### src/rtl/core/tsnt_pkg.sv
// Shared types and constants for the tangent-space normal transform.
// No dependencies; every other file of the block imports this package.
`default_nettype none

package tsnt_pkg;

    // Component format: signed, two integer bits, the rest fraction.
    localparam int COMP_W   = 16;
    localparam int FRAC_W   = COMP_W - 2;
    // Products are pre-shifted only when the fraction is wide enough to overflow 64 bits.
    localparam int SUM_SHIFT = (2 * FRAC_W > 57) ? (2 * FRAC_W - 57) : 0;
    // Squared tangent length below this counts as a zero-length tangent (0.0001 squared).
    localparam logic [63:0] SHORT_THRESH =
        ((64'd1 << (2 * FRAC_W)) + 64'd99999999) / 64'd100000000;

    // Normalizer: magnitudes are scaled so the largest one has its top bit at SCALE_MSB.
    localparam int SCALE_MSB  = 29;
    localparam int SCALED_W   = SCALE_MSB + 1;
    localparam int SQ_W       = 2 * SCALED_W;
    localparam int ACC_W      = 64;
    localparam int SQRT_STEPS = 32;
    localparam int ROOT_W     = SCALED_W + 1;

    // Width of the weighted sum that feeds the second normalizer.
    localparam int SUM_W = 2 * COMP_W + 2;

    typedef struct packed {
        logic signed [COMP_W-1:0] surf_x;
        logic signed [COMP_W-1:0] surf_y;
        logic signed [COMP_W-1:0] surf_z;
        logic signed [COMP_W-1:0] map_x;
        logic signed [COMP_W-1:0] map_y;
        logic signed [COMP_W-1:0] map_z;
    } t_in_req;

    typedef struct packed {
        logic signed [COMP_W-1:0] out_x;
        logic signed [COMP_W-1:0] out_y;
        logic signed [COMP_W-1:0] out_z;
        logic                     degenerate;
    } t_out_req;

endpackage

`default_nettype wire

### src/rtl/core/tsnt_basis.sv
// Tangent selection: n x (+Z), or n x (+Y) when that one is too short.
// Depends on tsnt_pkg. Two register stages, held by the pipeline enable.
`default_nettype none

module tsnt_basis import tsnt_pkg::*; (
    input  logic                      i_clk,
    input  logic                      i_rst_n,
    input  logic                      i_en,
    input  logic                      i_valid,
    input  t_in_req                   i_req,
    output logic                      o_valid,
    output logic [2:0][COMP_W:0]      o_tan,
    output t_in_req                   o_req
);

    localparam int PR_W  = 2 * COMP_W;
    localparam int LEN_W = PR_W + 1;
    localparam int T_W   = COMP_W + 1;

    logic                    r_a_v;
    logic [PR_W-1:0]         r_a_xx;
    logic [PR_W-1:0]         r_a_yy;
    t_in_req                 r_a_req;
    logic signed [PR_W-1:0]  n_xx;
    logic signed [PR_W-1:0]  n_yy;

    logic                    r_b_v;
    logic [2:0][T_W-1:0]     r_b_tan;
    t_in_req                 r_b_req;
    logic [LEN_W-1:0]        n_len2;
    logic [2:0][T_W-1:0]     n_tan;

    always_comb begin
        n_xx = PR_W'(i_req.surf_x) * PR_W'(i_req.surf_x);
        n_yy = PR_W'(i_req.surf_y) * PR_W'(i_req.surf_y);
    end

    always_ff @(posedge i_clk) begin
        if (!i_rst_n) begin
            r_a_v <= 1'b0;
        end else if (i_en) begin
            r_a_v <= i_valid;
        end
    end

    always_ff @(posedge i_clk) begin
        if (i_en) begin
            r_a_xx  <= n_xx;
            r_a_yy  <= n_yy;
            r_a_req <= i_req;
        end
    end

    always_comb begin
        n_len2 = LEN_W'(r_a_xx) + LEN_W'(r_a_yy);
        if (n_len2 < LEN_W'(SHORT_THRESH)) begin
            n_tan[0] = -T_W'(r_a_req.surf_z);
            n_tan[1] = '0;
            n_tan[2] = T_W'(r_a_req.surf_x);
        end else begin
            n_tan[0] = T_W'(r_a_req.surf_y);
            n_tan[1] = -T_W'(r_a_req.surf_x);
            n_tan[2] = '0;
        end
    end

    always_ff @(posedge i_clk) begin
        if (!i_rst_n) begin
            r_b_v <= 1'b0;
        end else if (i_en) begin
            r_b_v <= r_a_v;
        end
    end

    always_ff @(posedge i_clk) begin
        if (i_en) begin
            r_b_tan <= n_tan;
            r_b_req <= r_a_req;
        end
    end

    assign o_valid = r_b_v;
    assign o_tan   = r_b_tan;
    assign o_req   = r_b_req;

endmodule

`default_nettype wire

### config.mk
export PLATFORM = sky130hd
export DESIGN_NAME = tsnt_basis
export DESIGN_NICKNAME = d
export VERILOG_FILES = /design/src/rtl/core/tsnt_pkg.sv /design/src/rtl/core/tsnt_basis.sv
export SDC_FILE = /design/constraint.sdc
export NUM_CORES = 2
export LEC_CHECK = 0
export BUFFER_PORTS_ARGS = -buffer_cell sky130_fd_sc_hd__buf_4
export CELL_PAD_IN_SITES_DETAIL_PLACEMENT = 1
export CELL_PAD_IN_SITES_GLOBAL_PLACEMENT = 1
export CORE_MARGIN = 10
export CORE_UTILIZATION = 33
export DETAILED_ROUTE_END_ITERATION = 10
export GPL_ROUTABILITY_DRIVEN = 0
export PLACE_DENSITY_LB_ADDON = 0.05
export SLEW_MARGIN = 20
export SYNTH_ARGS = -nofsm -noshare
export SYNTH_HDL_FRONTEND = slang
export SYNTH_SLANG_ARGS = --single-unit
### constraint.sdc
create_clock -name i_clk -period 5.7 [get_ports i_clk]
set_input_delay 0 -clock i_clk [delete_from_list [all_inputs] [get_ports i_clk]]
set_output_delay 0 -clock i_clk [all_outputs]
set_load 0.01 [all_outputs]
==> metrics.md <==
| Metric | Value |
|---|---|
| Die X-Extent | `318 um` |
| Clock sink total | `just over 300` |
| Initial DRC count | `807` |
| Final routed wire length divided by cell count | `18.0 um` |
| Critical Path Start | `i_req[95]` |
| Register area share after synthesis | `31.0%` |
| Slew Viols, Final | `0` |
| Layout cells sized above 1 | `about a fifth` |
| Met3 Wirelength | `2.06 mm` |
| CTS buffer count | `36` |
| Critical path, cell by cell | `dlygate4sd3_1, buf_6, nand2_1, buf_4, fa_1, fa_1, inv_1, fa_1, inv_1, fa_1, fa_1, fa_1, inv_1, ha_1, a21o_1, buf_4, a21oi_1, a31oi_4, buf_4, a21o_1, a21oi_1, xnor2_1` |
| Mapped cell area | `slightly below 30000 um2` |
| Global-route wire length before repair | `between 100 and 150 mm` |
| EDFF count, synth | `302` |
| Root buffer cell | `clkbuf_16` |
| R2r startpoint | `r_a_xx[28]$_DFFE_PP_` |
| Slowest stage delay, CP | `0.59 ns` |
| Top_reg_cell synth | `edfxtp_1` |
| Met2 routed wirelength | `40.1 mm` |
| Seq cells post-synth | `~300` |
| RR Endpoint | `o_tan[25]$_SDFFCE_PN0P_` |
| Mapped Avg Cell Area | `11.3 um2` |
| Die Y | `318 um` |
| Fill count | `9665` |
| Total Wirelength | `78.6 mm` |
| # setup viols final | `0` |
| CP max-delay cell | `dlygate4sd3_1` |
| Layout Cells excl Fill | `roughly 4400` |
| IO buf count | `247` |
| Post-route cell area | `36700 um2` |
| Top Metal Used | `met4` |
| Net Count, Synth | `3374` |
| Area of the multi-input gates | `17600 um2` |
| Area Overhead vs Synth | `25.0%` |
| Total Routing Usage GR | `15.8%` |
| Worst R2R Path Depth | `12` |
| Critical path depth | `22` |
| CTS Buffer Depth | `3` |
| Die footprint | `101000 um2` |
| DP HPWL | `65.6 mm` |
| Core ar. | `approximately 88000 um2` |
| Drt via density | `4.52` |
| Peak Freq | `approximately 180 MHz` |
| Clk pin slew, worst setup/hold paths | `0.06 ns` |
| Drt drc | `0` |
| FP Rows | `109` |
| Largest net degree at the start of global routing | `123` |
| CP Buf/Inv Count | `8` |
| Area post-placement | `approximately 34000 um2` |
| Crit Path Max Fanout | `7` |
| Antenna fix cells | `0` |
| Synth async-reset ratio | `0%` |
| Placed Cells | `4213` |
| Worst setup SP type | `input pin` |
| Seq. cell area | `9110 um2` |
| CP endpoint | `r_a_xx[24]$_DFFE_PP_` |
| R2R setup slack | `0.72 ns` |
| H-tree depth | `2` |
| Crit end category | `flip-flop` |
| WHS | `-0.00648 ns` |
| Final core utilization | `41.5%` |
| Worst slew pin tran | `0.970 ns` |
| Grt total ovfl | `0` |
| Arrival time worst endpoint | `5.82 ns` |
| Critical Path RT | `around 6.0 ns` |
| Clock Skews | `0.0269 ns` |
| Final net count | `3968` |
| Crit path kind | `in2reg` |
| CTS tree | `built` |
| Yosys cell types | `73` |
| Max_cap viols | `0` |
| Post-DRT Antenna Nets | `0` |
| Fin. Hold Viols | `1` |
| Most frequent CP cell | `fa_1` |
| I/O pin count | `248` |
| Vias in the first global route | `23100` |
| Max-slew headroom | `between 30 and 40%` |
| Tmin final | `between 5 and 6 ns` |
| Hold Path Cell Cnt | `1` |
| Met1 Wirelength | `35.4 mm` |
| First drt pass iteration count | `5` |
| Status | `finished with violations` |
| YS warnings | `0` |
| Post-Synthesis Cells | `2594` |
| Failing checks | `negative hold slack` |
| Final period utilization | `96.8%` |
| Tightest Hold Check Type | `in2reg` |
| Clk Latency, worst-skew pair | `0.56 ns` |
| Initial antenna violation count | `0` |
| Delay-heaviest family, CP | `adder cells` |
| Total number of vias | `roughly 20000` |
| Initial Util | `between 30% and 40%` |
## worst min path at each step
stage               startpoint               endpoint  slack [ns]
floorplan             i_req[0]   r_a_req[0]$_DFFE_PP_         0.1
global placement      i_req[2]   r_a_req[2]$_DFFE_PP_        0.18
finish                    i_en  r_a_req[90]$_DFFE_PP_      -0.006
global route              i_en  r_a_req[93]$_DFFE_PP_        0.04
detailed placement   i_req[29]  r_a_req[29]$_DFFE_PP_        0.18
CTS                       i_en  r_a_req[90]$_DFFE_PP_        0.04
## flip-flops by register name, indices dropped and copies added, names as in the netlist
register and cells:
r_a_yy 31, o_req 96, r_a_xx 31, r_a_req 94
o_valid 1, o_tan 50, r_a_v 1
## worst register-to-register path: stages (launching register included)
cell and delay (ns):
edfxtp_1 0.38, ha_1 0.46, nor2b_1 0.31, a2111o_1 0.44, or4_1 0.52, nor4_1 0.19
o311ai_0 0.21, nor4_1 0.43, nand4_1 0.26, a2111oi_4 0.30, nand4b_4 0.54, buf_4 0.49
and2_1 0.21
## cells by family after synthesis
kind of cell / synth area share [%]
and+or+nand+nor: 8.50
AOI/OAI and AO/OA: 5.22
xor gates and xnor gates: 3.91
DFF: 31.0
adders and majority gates: 41.0
muxes: 1.03
buffers and inverters: 9.33
## area by class of cell
class                      instances  area share, %
multi-input combinational       1566           48.1
sequential                       304           24.8
timing repair buffer             608           13.3
inverter                         672           6.89
tap                             1165           3.97
clock buffer                      45           2.55
clock inverter                    16          0.419
## metrics by stage
| step | setup WS (ns) | hold WS (ns) | setup TNS, ns |
|---|---|---|---|
| 2_1_floorplan | -0.0354 | 0.0989 | -0.0354 |
| 3_3_place_gp | -0.481 | 0.179 | -4.57 |
| 3_5_place_dp | -0.397 | 0.180 | -4.07 |
| 4_1_cts | 0.00371 | 0.0417 | 0 |
| 5_1_grt | -0.0185 | 0.0421 | -0.0269 |
| 6_report | 0.181 | -0.00648 | 0 |
## layout by cell type (no fill, tap or decap), drive strengths merged, types with 27 or more instances in the layout
cell and n:
xor2 27, dlygate4sd3 98, edfxtp 302, a21o 30, buf 510, nor2 120
nand2 164, inv 672, ha 210, clkbuf 45, and2 95, xnor2 104
a21oi 71, o21ai 28, fa 470
## Yosys cell counts (3+ instances only)
library cell | n | share of area, %
inv_1 | 670 | 8.6
fa_1 | 470 | 32
edfxtp_1 | 302 | 31
ha_1 | 210 | 8.9
nand2_1 | 164 | 2.1
nor2_1 | 120 | 1.5
xnor2_1 | 104 | 3.1
and2_1 | 95 | 2.0
a21oi_1 | 69 | 1.2
clkbuf_1 | 45 | 0.58
a21o_1 | 30 | 0.77
o21ai_0 | 28 | 0.48
xor2_1 | 27 | 0.81
nand3_1 | 23 | 0.39
nor3_1 | 20 | 0.34
nor2b_1 | 18 | 0.38
mux2_4 | 16 | 0.82
nand2b_1 | 16 | 0.34
o21a_1 | 13 | 0.33
a31oi_1 | 10 | 0.21
nand4_1 | 10 | 0.21
o21bai_1 | 9 | 0.23
or3_1 | 9 | 0.19
a31o_2 | 8 | 0.24
a211oi_1 | 7 | 0.18
and3_1 | 7 | 0.15
nor4_1 | 7 | 0.15
mux2i_1 | 5 | 0.17
nor3b_1 | 5 | 0.13
o22ai_1 | 4 | 0.085
o31ai_1 | 4 | 0.10
or2_2 | 4 | 0.085
or4_1 | 4 | 0.10
a21boi_0 | 3 | 0.077
o211ai_1 | 3 | 0.077
## metal layers
metal	GRT usage (%)	vias up
met4	2.58	0
li1	-	9280
met5	0	-
met1	20.6	10200
met3	1.83	52
met2	28.3	229
## timing repair
item / CTS / global route
setup buffers: 0 / 4
hold endpoints to repair: 99 / 0
endpoints found under the setup margin: 0 / 15
resized for setup: 0 / 37
hold buffers: 98 / 0
Power is left out: the tool's default activity adds up to more than one toggle a clock period on the data nets, which glitch-free logic cannot reach.
